**src/rtl/tmp_pkg.sv**
```systemverilog
// Shared types, constants and helpers for the trapezoidal motion profile core.
// Used by tmp_setup, tmp_sample_path, tmp_div_pipe and the top level.
`default_nettype none

package tmp_pkg;

  localparam int FRAC_BITS = 16;
  localparam int WORD_W    = 32;
  localparam int PROD_W    = 2 * WORD_W;
  localparam int WIDE_W    = PROD_W + WORD_W;
  localparam int SCL_W     = PROD_W - FRAC_BITS;
  localparam int HI_W      = SCL_W - WORD_W;
  localparam int LIN_W     = SCL_W + WORD_W - FRAC_BITS;
  localparam int QUAD_W    = LIN_W - 1;
  localparam int DIST_W    = WORD_W + 1;
  localparam int PROG_W    = 16;
  localparam int DIV_STEPS = 2;
  localparam int DIV_STAGES = PROG_W / DIV_STEPS;
  localparam int CFG_IDX_W = 2;
  localparam int CNT_W     = 6;

  localparam logic [DIST_W-1:0] DIST_SAT = {1'b1, {WORD_W{1'b0}}};
  localparam logic [PROG_W:0]   ONE_PROGRESS = {1'b1, {PROG_W{1'b0}}};

  localparam logic [WORD_W-1:0] RST_PATH_LENGTH = 32'd65536;
  localparam logic [WORD_W-1:0] RST_SPEED_LIMIT = 32'd32768;
  localparam logic [WORD_W-1:0] RST_ACCEL_LIMIT = 32'd65536;

  typedef enum logic [CFG_IDX_W-1:0] {
    CFG_PATH_LENGTH = 2'd0,
    CFG_SPEED_LIMIT = 2'd1,
    CFG_ACCEL_LIMIT = 2'd2
  } cfg_idx_t;

  typedef enum logic [2:0] {
    PH_IDLE   = 3'd0,
    PH_ACCEL  = 3'd1,
    PH_CRUISE = 3'd2,
    PH_DECEL  = 3'd3,
    PH_DONE   = 3'd4
  } phase_t;

  typedef enum logic [3:0] {
    ST_IDLE,
    ST_VV,
    ST_LA,
    ST_CMP,
    ST_DIV_A,
    ST_SQRT,
    ST_DIV_B,
    ST_DIV_C,
    ST_PEAK,
    ST_HLO,
    ST_HHI,
    ST_CRU
  } setup_state_t;

  typedef struct packed {
    logic [WORD_W-1:0] len;
    logic [WORD_W-1:0] vel;
    logic [WORD_W-1:0] acc;
    logic [SCL_W-1:0]  peak;
    logic [WORD_W-1:0] t_acc;
    logic [WORD_W:0]   t_two;
    logic [WORD_W-1:0] total;
    logic [DIST_W-1:0] h_acc;
    logic [DIST_W-1:0] h_cru;
  } prof_t;

  typedef struct packed {
    phase_t            phase;
    logic              clamp;
    logic [WORD_W-1:0] rem;
  } dist_word_t;

  function automatic logic [WORD_W-1:0] cap32(input logic [PROD_W-1:0] x);
    cap32 = (|x[PROD_W-1:WORD_W]) ? {WORD_W{1'b1}} : x[WORD_W-1:0];
  endfunction

  function automatic logic [DIST_W-1:0] sat_dist(input logic [WIDE_W-1:0] x);
    sat_dist = (|x[WIDE_W-1:WORD_W]) ? DIST_SAT : {1'b0, x[WORD_W-1:0]};
  endfunction

endpackage

`default_nettype wire

```
**src/rtl/tmp_div_pipe.sv**
```systemverilog
// Pipelined restoring divider for distance / path length, two quotient bits
// per stage. Depends on tmp_pkg.
`default_nettype none

module tmp_div_pipe (
  input  wire logic                        clk,
  input  wire logic                        rst_n,
  input  wire logic                        adv,
  input  wire logic [tmp_pkg::WORD_W-1:0]  len,
  input  wire logic                        in_valid,
  input  wire tmp_pkg::dist_word_t         in_word,
  output logic                             quo_valid,
  output tmp_pkg::dist_word_t              quo_word,
  output logic [tmp_pkg::PROG_W-1:0]       quo
);

  localparam int W  = tmp_pkg::WORD_W;
  localparam int NS = tmp_pkg::DIV_STAGES;
  localparam int QW = tmp_pkg::PROG_W;

  logic                v_r   [NS];
  tmp_pkg::dist_word_t w_r   [NS];
  logic [QW-1:0]       q_r   [NS];
  tmp_pkg::dist_word_t src_w [NS];
  logic [QW-1:0]       src_q [NS];
  tmp_pkg::dist_word_t nxt_w [NS];
  logic [QW-1:0]       nxt_q [NS];

  always_comb begin
    src_w[0] = in_word;
    src_q[0] = '0;
    for (int k = 1; k < NS; k++) begin
      src_w[k] = w_r[k-1];
      src_q[k] = q_r[k-1];
    end
  end

  always_comb begin
    logic [W-1:0]  r;
    logic [W:0]    r2;
    logic [QW-1:0] q;
    for (int k = 0; k < NS; k++) begin
      r = src_w[k].rem;
      q = src_q[k];
      for (int j = 0; j < tmp_pkg::DIV_STEPS; j++) begin
        r2 = {r, 1'b0};
        if (r2 >= {1'b0, len}) begin
          r  = W'(r2 - {1'b0, len});
          q  = {q[QW-2:0], 1'b1};
        end else begin
          r  = r2[W-1:0];
          q  = {q[QW-2:0], 1'b0};
        end
      end
      nxt_w[k]     = src_w[k];
      nxt_w[k].rem = r;
      nxt_q[k]     = q;
    end
  end

  always_ff @(posedge clk) begin
    if (!rst_n) begin
      for (int k = 0; k < NS; k++) v_r[k] <= 1'b0;
    end else if (adv) begin
      v_r[0] <= in_valid;
      for (int k = 1; k < NS; k++) v_r[k] <= v_r[k-1];
    end
  end

  always_ff @(posedge clk) begin
    if (adv) begin
      for (int k = 0; k < NS; k++) begin
        w_r[k] <= nxt_w[k];
        q_r[k] <= nxt_q[k];
      end
    end
  end

  assign quo_valid = v_r[NS-1];
  assign quo_word  = w_r[NS-1];
  assign quo       = q_r[NS-1];

endmodule

`default_nettype wire

```
**config.mk**
```make
export PLATFORM = sky130hd
export DESIGN_NAME = tmp_div_pipe
export DESIGN_NICKNAME = d
export VERILOG_FILES = /design/src/rtl/tmp_pkg.sv /design/src/rtl/tmp_div_pipe.sv
export SDC_FILE = /design/constraint.sdc
export NUM_CORES = 2
export LEC_CHECK = 0
export BUFFER_PORTS_ARGS = -buffer_cell sky130_fd_sc_hd__buf_2
export CORE_UTILIZATION = 55
export DETAILED_ROUTE_END_ITERATION = 10
export HOLD_SLACK_MARGIN = 0.15
export PLACE_DENSITY = 0.79
export RECOVER_POWER = 100
export SYNTH_ARGS = -nofsm -noshare
export SYNTH_HDL_FRONTEND = slang
export SYNTH_SLANG_ARGS = --single-unit
```
**constraint.sdc**
```tcl
create_clock -name clk -period 17.3 [get_ports clk]
set_input_delay 0.865 -clock clk [delete_from_list [all_inputs] [get_ports clk]]
set_output_delay 0.865 -clock clk [all_outputs]
set_load 0.005 [all_outputs]
```
==> results.sh <==
export IMPL_run_status="finished, violations left"
export IMPL_failed_checks="max-capacitance violations, max-slew violations"
export IMPL_dp_cells=5679
export IMPL_dr_pass1_iters=6
export IMPL_fp_row_count=100
export IMPL_syn_nets=5222
export IMPL_drt_total_wl_um=126000
export IMPL_grt_ovfl_total=0
export IMPL_syn_area_per_cell_um2=8.99
export IMPL_synthFlopType="edfxtp_1"
export IMPL_numCtsBuffers=48
export IMPL_start_util=0.558
export IMPL_synth_edf_count=367
export IMPL_dpl_hpwl_um=91300
export IMPL_area_growth_syn_to_layout_pct=7.51
export IMPL_fin_cells=5766
export IMPL_finalHoldViolCount=0
export IMPL_synth_async_sr_flop_share=0
export IMPL_fin_worst_skew_ns=0.0287
export IMPL_min_path_type="flip-flop to flip-flop"
export IMPL_cts_sinks=368
export IMPL_synth_warnings=0
export IMPL_num_vias=37271
export IMPL_ys_types=100
export IMPL_cts_buffer_depth=3
export IMPL_worst_pin_slew_ns=6.55
export IMPL_tns_ns=0
export IMPL_period_share=0.704
export IMPL_syn_inst=4638
export IMPL_grt_max_degree=109
export IMPL_grt_use_total=0.318
export IMPL_yosysSeqAreaShare=0.265
export IMPL_drc=0
export IMPL_wl_per_cell_um=21.9
export IMPL_crit_path_start_kind="primary input"
export IMPL_io_buffers=124
export IMPL_finalCriticalPeriod_ns=12.18
export IMPL_reg2reg_slack_ns=7.56
export IMPL_htree_levels=2
export IMPL_setup_viol_count_final=0
export IMPL_core_area_um2=74700
export IMPL_worstPathRequired_ns=17.66
export IMPL_cp_end_kind="flip-flop"
export IMPL_syn_area_um2=41700
export IMPL_cts_root_buf="clkbuf_16"
export IMPL_slew_headroom=-3.37
export IMPL_hold_buffers=0
export IMPL_clk_pin_slew_ns=0.06
export IMPL_ys_ff_latch=368
export IMPL_diodes=0
export IMPL_critPathKind="primary input to flip-flop"
export IMPL_post_cts_buffers=0
export IMPL_max_freq_mhz=82.1
export IMPL_clk_insertion_delay_late_ns=0.62
export IMPL_post_cts_resize_count=0
export IMPL_tritoncts="done"
export IMPL_die_area_um2=76900
export IMPL_pin_count=125
export IMPL_gp_congestion=0.967
export IMPL_rsz0062_at_grt="false"
export IMPL_ant_nets=0
export IMPL_first_global_vias=35012
export IMPL_fin_nets=5344
export IMPL_max_cap_violations=17
export IMPL_die_w_um=277
export IMPL_antenna_found_initial=3
export IMPL_worst_path_max_fanout=55
export IMPL_drive_above_1_share=0.108
export IMPL_slew_violations=857
export IMPL_fillerInstances=6474
export IMPL_critPathArrivalTime_ns=12.54
export IMPL_grt_pass1_wl_um=193000
export IMPL_vias_per_cell=6.46
export IMPL_dieHeight_um=277
export IMPL_first_iter_violations=3320
## final timing paths
kind	start	to	depth (start not counted)
max	len[0]	w_r[1][42]	26
min	q_r[1][9]	q_r[1][27]	0
max reg2reg	w_r[1][0]	w_r[1][42]	24
min reg2reg	q_r[1][9]	q_r[1][27]	0
## cells by family (layout without fill, tap and decap cells)
group | count (synthesis) | after routing | share of synthesized area
AO/OA/AOI/OAI | 1614 | 1614 | 0.250
AND/OR/NAND/NOR | 1127 | 1127 | 0.128
adder cells (fa/ha/maj) | 512 | 512 | 0.155
XOR/XNOR | 432 | 432 | 0.0907
flip-flops | 368 | 368 | 0.265
multiplexers | 308 | 308 | 0.0831
buffers and inverters | 277 | 436 | 0.0276
## area by class of cell
class,count,area (µm²),share of cell area
clock buffer,55,1250,0.0279
clock inverter,32,263,0.00586
inverter,173,649,0.0145
multi-input combinational,3993,29500,0.658
sequential,368,11000,0.246
tap,969,1210,0.0270
timing repair buffer,176,905,0.0202
## per-layer routing
| metal | vias to the layer above | share of wire | GRT usage |
|---|---|---|---|
| li1 | 17889 | - | - |
| met1 | 17509 | 0.41 | 0.394 |
| met2 | 1438 | 0.45 | 0.520 |
| met3 | 433 | 0.076 | 0.0523 |
| met4 | 2 | 0.067 | 0.188 |
| met5 | - | 0.000071 | 0 |
## flip-flops by register name (all words and copies together), names as in the netlist
register and count:
q_r 72, v_r 8, w_r 288
## stage by stage
stage / utilization / hold slack, ns / cell area [µm²] / worst slack, ns
2_1_floorplan: - / 0.400 / 41700 / 9.85
3_3_place_gp: 0.582 / 0.400 / 43500 / 8.97
3_5_place_dp: 0.582 / 0.405 / 43500 / 8.92
4_1_cts: 0.602 / 0.395 / 45000 / 9.53
5_1_grt: 0.600 / 0.398 / 44800 / 4.45
6_report: 0.600 / 0.410 / 44800 / 5.12
## synthesized netlist by cell type (31+ instances only)
| master | count | area (µm²) |
|---|---|---|
| o21a_1 | 79 | 593 |
| edfxtp_1 | 367 | 11000 |
| nand3_1 | 89 | 445 |
| a21o_1 | 262 | 1970 |
| xnor2_1 | 314 | 2750 |
| o21ai_0 | 306 | 1530 |
| o21bai_1 | 77 | 578 |
| a31oi_1 | 47 | 294 |
| inv_1 | 170 | 638 |
| nand2b_1 | 59 | 369 |
| ha_1 | 504 | 6310 |
| nor3_1 | 58 | 290 |
| a21oi_1 | 497 | 2490 |
| and2_1 | 31 | 194 |
| nor2_1 | 320 | 1200 |
| a211oi_1 | 43 | 323 |
| nand4_1 | 66 | 413 |
| nor2b_1 | 45 | 282 |
| and3_1 | 43 | 269 |
| xor2_1 | 118 | 1030 |
| clkbuf_1 | 59 | 221 |
| mux2_2 | 282 | 3180 |
| nand2_1 | 324 | 1220 |
## layout by cell type (no fill, tap or decap), drive strengths merged, types with 45 or more instances in the layout
master,instances
clkbuf,102
edfxtp,367
nor3,60
o21bai,77
nand4,66
a21oi,498
a21o,262
inv,177
xor2,118
nand3,91
xnor2,314
nand2,324
nor2b,45
ha,504
mux2,295
a211oi,46
nand2b,59
buf,129
o21a,79
a31oi,50
o21ai,320
nor2,320
## critical path, stage by stage
cell and delay, ns:
buf_2 0.07, clkbuf_1 1.39, inv_1 0.80, clkbuf_1 1.04, ha_1 0.61, nand4_1 0.12, nor3_1 0.08, and4_1 0.21
a2111oi_0 0.39, inv_1 0.13, a41oi_4 0.17, clkbuf_1 1.58, inv_2 0.39, a31o_2 0.40, ha_1 0.37, nand4_1 0.23
a21oi_1 0.20, a211o_1 0.27, a31o_1 0.33, a211oi_1 0.15, o21a_1 0.20, nor3_1 0.38, a21oi_1 0.09, o21ai_2 0.12
clkbuf_1 1.40, mux2_2 0.45
Power is not shown: default switching activity piles up to over one toggle a cycle in this logic, so the estimate is an artifact.
