--- config.mk ---
export PLATFORM = sky130hd
export DESIGN_NAME = tmp_setup
export DESIGN_NICKNAME = d
export VERILOG_FILES = /design/src/rtl/tmp_pkg.sv /design/src/rtl/tmp_setup.sv
export SDC_FILE = /design/constraint.sdc
export NUM_CORES = 2
export LEC_CHECK = 0
export ABC_AREA = 0
export BUFFER_PORTS_ARGS = -buffer_cell sky130_fd_sc_hd__buf_2
export CAP_MARGIN = 20
export CORE_MARGIN = 3
export CORE_UTILIZATION = 52
export CTS_CLUSTER_SIZE = 12
export DETAILED_ROUTE_END_ITERATION = 6
export GPL_TIMING_DRIVEN = 0
export PLACE_DENSITY = 0.76
export SLEW_MARGIN = 20
export SYNTH_ARGS = -nofsm -noshare
export SYNTH_HDL_FRONTEND = slang
export SYNTH_SLANG_ARGS = --single-unit
export TNS_END_PERCENT = 5
--- constraint.sdc ---
create_clock -name clk -period 24.5 [get_ports clk]
set_input_delay 1.225 -clock clk [delete_from_list [all_inputs] [get_ports clk]]
set_output_delay 1.225 -clock clk [all_outputs]
set_load 0.05 [all_outputs]
--- src/rtl/tmp_pkg.sv ---
// Shared types, constants and helpers for the trapezoidal motion profile core.
// Used by tmp_setup, tmp_sample_path, tmp_div_pipe and the top level.
`default_nettype none

package tmp_pkg;

  localparam int FRAC_BITS = 16;
  localparam int WORD_W    = 32;
  localparam int PROD_W    = 2 * WORD_W;
  localparam int WIDE_W    = PROD_W + WORD_W;
  localparam int SCL_W     = PROD_W - FRAC_BITS;
  localparam int HI_W      = SCL_W - WORD_W;
  localparam int LIN_W     = SCL_W + WORD_W - FRAC_BITS;
  localparam int QUAD_W    = LIN_W - 1;
  localparam int DIST_W    = WORD_W + 1;
  localparam int PROG_W    = 16;
  localparam int DIV_STEPS = 2;
  localparam int DIV_STAGES = PROG_W / DIV_STEPS;
  localparam int CFG_IDX_W = 2;
  localparam int CNT_W     = 6;

  localparam logic [DIST_W-1:0] DIST_SAT = {1'b1, {WORD_W{1'b0}}};
  localparam logic [PROG_W:0]   ONE_PROGRESS = {1'b1, {PROG_W{1'b0}}};

  localparam logic [WORD_W-1:0] RST_PATH_LENGTH = 32'd65536;
  localparam logic [WORD_W-1:0] RST_SPEED_LIMIT = 32'd32768;
  localparam logic [WORD_W-1:0] RST_ACCEL_LIMIT = 32'd65536;

  typedef enum logic [CFG_IDX_W-1:0] {
    CFG_PATH_LENGTH = 2'd0,
    CFG_SPEED_LIMIT = 2'd1,
    CFG_ACCEL_LIMIT = 2'd2
  } cfg_idx_t;

  typedef enum logic [2:0] {
    PH_IDLE   = 3'd0,
    PH_ACCEL  = 3'd1,
    PH_CRUISE = 3'd2,
    PH_DECEL  = 3'd3,
    PH_DONE   = 3'd4
  } phase_t;

  typedef enum logic [3:0] {
    ST_IDLE,
    ST_VV,
    ST_LA,
    ST_CMP,
    ST_DIV_A,
    ST_SQRT,
    ST_DIV_B,
    ST_DIV_C,
    ST_PEAK,
    ST_HLO,
    ST_HHI,
    ST_CRU
  } setup_state_t;

  typedef struct packed {
    logic [WORD_W-1:0] len;
    logic [WORD_W-1:0] vel;
    logic [WORD_W-1:0] acc;
    logic [SCL_W-1:0]  peak;
    logic [WORD_W-1:0] t_acc;
    logic [WORD_W:0]   t_two;
    logic [WORD_W-1:0] total;
    logic [DIST_W-1:0] h_acc;
    logic [DIST_W-1:0] h_cru;
  } prof_t;

  typedef struct packed {
    phase_t            phase;
    logic              clamp;
    logic [WORD_W-1:0] rem;
  } dist_word_t;

  function automatic logic [WORD_W-1:0] cap32(input logic [PROD_W-1:0] x);
    cap32 = (|x[PROD_W-1:WORD_W]) ? {WORD_W{1'b1}} : x[WORD_W-1:0];
  endfunction

  function automatic logic [DIST_W-1:0] sat_dist(input logic [WIDE_W-1:0] x);
    sat_dist = (|x[WIDE_W-1:WORD_W]) ? DIST_SAT : {1'b0, x[WORD_W-1:0]};
  endfunction

endpackage

`default_nettype wire

--- src/rtl/tmp_setup.sv ---
// Configuration registers and the profile setup sequencer (shared divider,
// square root and multiplier). Depends on tmp_pkg.
`default_nettype none

module tmp_setup (
  input  wire logic                            clk,
  input  wire logic                            rst_n,
  input  wire logic                            cfg_we,
  input  wire logic [tmp_pkg::CFG_IDX_W-1:0]   cfg_index,
  input  wire logic [tmp_pkg::WORD_W-1:0]      cfg_wdata,
  output logic                                 busy,
  output tmp_pkg::prof_t                       prof
);

  localparam int W  = tmp_pkg::WORD_W;
  localparam int PW = tmp_pkg::PROD_W;
  localparam int WW = tmp_pkg::WIDE_W;
  localparam int F  = tmp_pkg::FRAC_BITS;

  tmp_pkg::setup_state_t state_r, state_nxt;

  logic [W-1:0] len_r, vel_r, acc_r;
  logic [W-1:0] vel_eff, acc_eff;

  logic [PW-1:0] vv_r, la_r;
  logic          tri_mode_r;
  logic [PW-1:0] dnum_r, dquo_r;
  logic [W:0]    dden_r, drem_r;
  logic [tmp_pkg::CNT_W-1:0] cnt_r;
  logic [PW-1:0] sq_in_r;
  logic [W:0]    sq_rem_r;
  logic [W-1:0]  sq_res_r;
  logic [W-1:0]  t_acc_r, t_cru_r, total_r;
  logic [W:0]    t_two_r;
  logic [tmp_pkg::SCL_W-1:0] a1_r, peak_r;
  logic [PW-1:0] hlo_r;
  logic [tmp_pkg::DIST_W-1:0] h_r, hc_r;

  logic [W-1:0]  mul_a, mul_b;
  logic [PW-1:0] mul_p;

  logic [W+1:0]  drem2;
  logic          dge;
  logic [W:0]    drem_step;
  logic [PW-1:0] dquo_step;
  logic          div_last, sqrt_last;

  logic [W+2:0]  sq_rem4, sq_trial;
  logic          sge;
  logic [W:0]    sq_rem_step;
  logic [W-1:0]  sq_res_step;
  logic          q_ovf;
  logic [PW-1:0] l_minus;

  assign vel_eff = (vel_r == '0) ? W'(1) : vel_r;
  assign acc_eff = (acc_r == '0) ? W'(1) : acc_r;

  always_ff @(posedge clk) begin
    if (!rst_n) begin
      len_r <= tmp_pkg::RST_PATH_LENGTH;
      vel_r <= tmp_pkg::RST_SPEED_LIMIT;
      acc_r <= tmp_pkg::RST_ACCEL_LIMIT;
    end else if (cfg_we) begin
      case (cfg_index)
        tmp_pkg::CFG_PATH_LENGTH: len_r <= cfg_wdata;
        tmp_pkg::CFG_SPEED_LIMIT: vel_r <= cfg_wdata;
        tmp_pkg::CFG_ACCEL_LIMIT: acc_r <= cfg_wdata;
        default: ;
      endcase
    end
  end

  always_comb begin
    mul_a = '0;
    mul_b = '0;
    case (state_r)
      tmp_pkg::ST_VV:   begin mul_a = vel_eff; mul_b = vel_eff; end
      tmp_pkg::ST_LA:   begin mul_a = len_r; mul_b = acc_eff; end
      tmp_pkg::ST_PEAK: begin mul_a = acc_eff; mul_b = t_acc_r; end
      tmp_pkg::ST_HLO:  begin mul_a = a1_r[W-1:0]; mul_b = t_acc_r; end
      tmp_pkg::ST_HHI:  begin mul_a = W'(a1_r[tmp_pkg::SCL_W-1:W]); mul_b = t_acc_r; end
      tmp_pkg::ST_CRU:  begin mul_a = vel_eff; mul_b = t_cru_r; end
      default: ;
    endcase
  end

  assign mul_p = mul_a * mul_b;

  // one restoring divide step per cycle
  assign drem2     = {drem_r, dnum_r[PW-1]};
  assign dge       = drem2 >= {1'b0, dden_r};
  assign drem_step = dge ? W'(0) + (W+1)'(drem2 - {1'b0, dden_r}) : drem2[W:0];
  assign dquo_step = {dquo_r[PW-2:0], dge};
  assign div_last  = cnt_r == {tmp_pkg::CNT_W{1'b1}};

  // one result bit per cycle of the square root
  assign sq_rem4     = {sq_rem_r, sq_in_r[PW-1:PW-2]};
  assign sq_trial    = {1'b0, sq_res_r, 2'b01};
  assign sge         = sq_rem4 >= sq_trial;
  assign sq_rem_step = sge ? (W+1)'(sq_rem4 - sq_trial) : sq_rem4[W:0];
  assign sq_res_step = {sq_res_r[W-2:0], sge};
  assign sqrt_last   = cnt_r[tmp_pkg::CNT_W-2:0] == {(tmp_pkg::CNT_W-1){1'b1}};

  assign q_ovf   = |dquo_step[PW-1:PW-F];
  assign l_minus = PW'(len_r) - {dquo_step[PW-2:0], 1'b0};

  always_ff @(posedge clk) begin
    if (!rst_n) begin
      state_r <= tmp_pkg::ST_VV;
    end else begin
      state_r <= state_nxt;
    end
  end

  always_comb begin
    state_nxt = state_r;
    case (state_r)
      tmp_pkg::ST_IDLE:  state_nxt = tmp_pkg::ST_IDLE;
      tmp_pkg::ST_VV:    state_nxt = tmp_pkg::ST_LA;
      tmp_pkg::ST_LA:    state_nxt = tmp_pkg::ST_CMP;
      tmp_pkg::ST_CMP:   state_nxt = tmp_pkg::ST_DIV_A;
      tmp_pkg::ST_DIV_A: begin
        if (div_last) begin
          if (!tri_mode_r) state_nxt = tmp_pkg::ST_DIV_B;
          else if (q_ovf) state_nxt = tmp_pkg::ST_PEAK;
          else state_nxt = tmp_pkg::ST_SQRT;
        end
      end
      tmp_pkg::ST_SQRT:  if (sqrt_last) state_nxt = tmp_pkg::ST_PEAK;
      tmp_pkg::ST_DIV_B: if (div_last) state_nxt = tmp_pkg::ST_DIV_C;
      tmp_pkg::ST_DIV_C: if (div_last) state_nxt = tmp_pkg::ST_PEAK;
      tmp_pkg::ST_PEAK:  state_nxt = tmp_pkg::ST_HLO;
      tmp_pkg::ST_HLO:   state_nxt = tmp_pkg::ST_HHI;
      tmp_pkg::ST_HHI:   state_nxt = tmp_pkg::ST_CRU;
      tmp_pkg::ST_CRU:   state_nxt = tmp_pkg::ST_IDLE;
      default:           state_nxt = tmp_pkg::ST_IDLE;
    endcase
    if (cfg_we) state_nxt = tmp_pkg::ST_VV;
  end

  always_ff @(posedge clk) begin
    case (state_r)
      tmp_pkg::ST_VV: vv_r <= mul_p;
      tmp_pkg::ST_LA: la_r <= mul_p;
      tmp_pkg::ST_CMP: begin
        tri_mode_r <= vv_r >= la_r;
        dnum_r     <= (vv_r >= la_r) ? PW'(len_r) << F : PW'(vel_eff) << F;
        dden_r     <= {1'b0, acc_eff};
        drem_r     <= '0;
        dquo_r     <= '0;
        cnt_r      <= '0;
        t_cru_r    <= '0;
      end
      tmp_pkg::ST_DIV_A: begin
        dnum_r <= dnum_r << 1;
        drem_r <= drem_step;
        dquo_r <= dquo_step;
        cnt_r  <= cnt_r + 1'b1;
        if (div_last) begin
          cnt_r <= '0;
          if (tri_mode_r) begin
            t_acc_r  <= {W{1'b1}};
            sq_in_r  <= dquo_step << F;
            sq_rem_r <= '0;
            sq_res_r <= '0;
          end else begin
            t_acc_r <= tmp_pkg::cap32(dquo_step);
            dnum_r  <= vv_r;
            dden_r  <= {acc_eff, 1'b0};
            drem_r  <= '0;
            dquo_r  <= '0;
          end
        end
      end
      tmp_pkg::ST_SQRT: begin
        sq_in_r  <= sq_in_r << 2;
        sq_rem_r <= sq_rem_step;
        sq_res_r <= sq_res_step;
        cnt_r    <= cnt_r + 1'b1;
        if (sqrt_last) t_acc_r <= sq_res_step;
      end
      tmp_pkg::ST_DIV_B: begin
        dnum_r <= dnum_r << 1;
        drem_r <= drem_step;
        dquo_r <= dquo_step;
        cnt_r  <= cnt_r + 1'b1;
        if (div_last) begin
          cnt_r  <= '0;
          dnum_r <= PW'(l_minus[W-1:0]) << F;
          dden_r <= {1'b0, vel_eff};
          drem_r <= '0;
          dquo_r <= '0;
        end
      end
      tmp_pkg::ST_DIV_C: begin
        dnum_r <= dnum_r << 1;
        drem_r <= drem_step;
        dquo_r <= dquo_step;
        cnt_r  <= cnt_r + 1'b1;
        if (div_last) t_cru_r <= tmp_pkg::cap32(dquo_step);
      end
      tmp_pkg::ST_PEAK: begin
        a1_r   <= mul_p[PW-1:F];
        peak_r <= tri_mode_r ? mul_p[PW-1:F] : tmp_pkg::SCL_W'(vel_eff);
      end
      tmp_pkg::ST_HLO: hlo_r <= mul_p;
      tmp_pkg::ST_HHI: begin
        h_r <= tmp_pkg::sat_dist((WW'({mul_p, {W{1'b0}}}) + WW'(hlo_r)) >> (F + 1));
      end
      tmp_pkg::ST_CRU: begin
        hc_r    <= tmp_pkg::sat_dist(WW'(h_r) + WW'(mul_p >> F));
        total_r <= tmp_pkg::cap32(PW'({t_acc_r, 1'b0}) + PW'(t_cru_r));
        t_two_r <= (W+1)'(t_acc_r) + (W+1)'(t_cru_r);
      end
      default: ;
    endcase
  end

  assign busy = state_r != tmp_pkg::ST_IDLE;

  always_comb begin
    prof.len   = len_r;
    prof.vel   = vel_eff;
    prof.acc   = acc_eff;
    prof.peak  = peak_r;
    prof.t_acc = t_acc_r;
    prof.t_two = t_two_r;
    prof.total = total_r;
    prof.h_acc = h_r;
    prof.h_cru = hc_r;
  end

endmodule

`default_nettype wire

==> metrics.txt <==
skew final=0.09533 ns; total global-route track usage=44.71%; first-pass GRT wire length=507.5 mm; placed cell area=86,660 µm²; metal3 WL=56.66 mm; WL met2=144.7 mm; setup violators final=0; Syn Inst Count=8,489; mux share of post-synthesis cell area=1.469%; status=finished with violations; power per cell area=45.04 nW/µm²; count of cell types in the netlist=95; Clock Root Buffer=clkbuf_16; antenna-violating nets left=0; dpl ws=7.414 ns; DIE HEIGHT=401.1 µm; CP Max Fanout=20; Post-Synth XOR/XNOR Area=2.633%; most frequent cells after synthesis=1,187 x inv_1, 1,162 x nand2_1, 902 x fa_1; port bufs=344; drt initial violations=9,919; top post-synthesis cells by area=edfxtp_1 29%, fa_1 22%, ha_1 8.5%; Post-synth EDFFs=779; fraction of layout cells with a size suffix above 1=8.004%; register bit total from synthesis=879; failing checks=design-rule violations; # rows=144; Tmin final=17.77 ns; global placer's final weighted congestion=1.097; HPWL after DPL=296.1 mm; cell taking the most area after synthesis=edfxtp_1; area grow syn2layout=10.64%; area fraction in compound gates after synthesis=11.11%; Slew @ Worst Pin=1.370 ns; clk slew on worst S/H paths=0.07 ns; IO Pins=345; predominant post-synthesis flop cell=edfxtp_1; CTS tree=done; Avg Cell Area, Syn=9.562 µm²; setup TNS=0 ns; endpoints failing hold=0; Tcrit/Tclk final=72.54%; Crit path top cell by count=fa_1; Worst Path Arrival=18.38 ns; worst setup margin=6.728 ns; Synthesis Warnings=0; asr flop ratio synth=0%; type of origin of the critical path=flop; initial antenna violation count=54; DRC errors left=37; post-CTS setup buffers=0; Metal-1 WL=138.2 mm; main combinational cell family by area after synthesis=adder cells; design area=89,810 µm²; P_leak=0.03869 µW; total wire length=363.9 mm; CTS sink count=879; RSZ-0062 raised after global routing=false; DR vias=70,400; Slowest cell on crit path=a31oi_1; Worst Hold Class=reg2reg; vias per cell=6.322; Max VDD drop=0.06407 mV; Reg2Reg Setup Slack=6.73 ns; die area=160,900 µm²; Post-Synthesis Net Count=9,982; Worst Path Required=25.10 ns; Final Total Pwr=4045 µW; total CTS buffers=94; critical path's top delay family=adder cells; Die Span X=401.1 µm; Seq/Total Area, Yosys=31.28%; hold_buf cts=0; Slowest Stage Delay on Critical Path=0.91 ns; drt wl/cell=32.68 µm; Crit. End Element=flop; Synth top area share=28.82%; largest net degree at the start of global routing=48; CTS H-Tree Depth=3; Top Layer Used=met5; Initial Util=52.51%; Core Area=154,600 µm²; # Max-Cap Violations=0; Worst slew margin=8.518%; vias in the first global route=68,120; buffers plus inverters on the worst setup path=14; Clock Tree Buf Depth=3; Pre-antenna DRT Iters=7; Hold WS=0.4844 ns; Final Max Slew Viols=0; adder-cell share of the synthesized area=30.78%; Final Net Count=10,490; Post-Synth Simple-Gate Area=15.06%; Mapped Area=81,170 µm²; crit path kind=reg2reg; worst-skew pair later-pin latency=0.76 ns; Max Fclk=56.27 MHz; most frequent cell after synthesis=inv_1; post-cts resize count=0; GRT overflow=0
## worst reg2reg max path, delay by kind of cell, from the launching register on
kind / cells / cell delay (ns)
AOI/OAI and AO/OA: 13 / 3.85
adders and majority gates: 10 / 5.19
buffers and inverters: 14 / 4.27
DFF: 1 / 0.31
and+or+nand+nor: 11 / 3.98
## stage by stage
step	instances	utilization, %
floorplan	8489	-
global placement	10880	55.28
detailed placement	10940	56.06
CTS	11100	58.02
global route	11100	58.04
finish	11140	58.10
## state kept, by name, indices dropped and copies added, names as in the netlist, 33 cells and up
signal	flops
peak_r	48
dden_r	33
sq_in_r	48
vv_r	64
sq_rem_r	33
dnum_r	64
h_r	33
t_two_r	33
hc_r	33
drem_r	33
a1_r	48
dquo_r	63
hlo_r	47
la_r	64
## routing by layer
| metal | vias up | GRT usage, % |
|---|---|---|
| met3 | 1102 | 18.71 |
| met5 | - | 0 |
| met2 | 5402 | 61.76 |
| li1 | 29150 | - |
| met1 | 34720 | 59.76 |
| met4 | 22 | 23.36 |
## cells by family after synthesis
| kind of cell | count (synthesis) |
|---|---|
| flops | 879 |
| xor+xnor | 244 |
| mux | 114 |
| fa+ha+maj | 1456 |
| compound gates | 1374 |
| buf+inv | 1647 |
| simple gates | 2775 |
## where the power goes
| part | leakage, µW | total [µW] | internal [µW] | switching [µW] |
|---|---|---|---|---|
| combinational | 0.0293 | 854 | 262 | 592 |
| clock | 0.00145 | 1440 | 797 | 644 |
| sequential | 0.00798 | 1750 | 1690 | 61.5 |
## layout make-up
type                    count  area (µm²)
well taps                2044        2557
multi-input cells        5963       49890
fillers                 13510       64780
clock buffers             123        2532
inverters                1189        4463
flip-flops and latches    879       25400
diodes                     33       82.58
plain buffers             458        1807
repair buffers            407        2582
clock inverters            39       505.5
## cells in the final DEF (no fill, tap or decap), types with 20 or more instances in the layout
cell type	Yosys	final
nor2b_1	49	49
a21boi_0	101	101
and4_1	34	34
nand3_1	90	89
a22oi_1	96	96
a211oi_1	32	30
dfxtp_1	100	99
o21ai_0	248	248
nor3_1	104	99
buf_2	9	358
a22o_1	34	34
inv_1	1187	1187
and3_1	76	76
and2_1	86	86
edfxtp_1	779	779
nor2_1	884	882
diode_2	0	33
buf_6	1	27
xnor2_2	0	20
xnor2_1	159	139
nand2b_1	61	60
o211ai_1	25	25
clkbuf_1	421	409
xor2_1	85	75
a31oi_1	29	29
nor4_1	44	44
nand2_1	1162	1162
clkbuf_16	0	94
o21bai_1	46	45
ha_1	554	554
or3_1	34	34
a21oi_1	385	384
fa_1	902	902
o21a_1	68	68
clkbuf_2	0	30
mux2i_1	73	73
nand4_1	76	76
a21o_1	130	129
mux2_2	41	41
## final timing paths
check	from	to	cells past startpoint
worst min register to register	vel_r[0]$_SDFFE_PN0P_	vel_r[0]$_SDFFE_PN0P_	2
worst max register to register	state_r[1]$_SDFFE_PP0P_	hc_r[7]$_SDFFCE_PP0N_	48
worst min-delay path	vel_r[0]$_SDFFE_PN0P_	vel_r[0]$_SDFFE_PN0P_	2
worst max-delay path	state_r[1]$_SDFFE_PP0P_	hc_r[7]$_SDFFCE_PP0N_	48
Power figures use the tool's default switching activity.
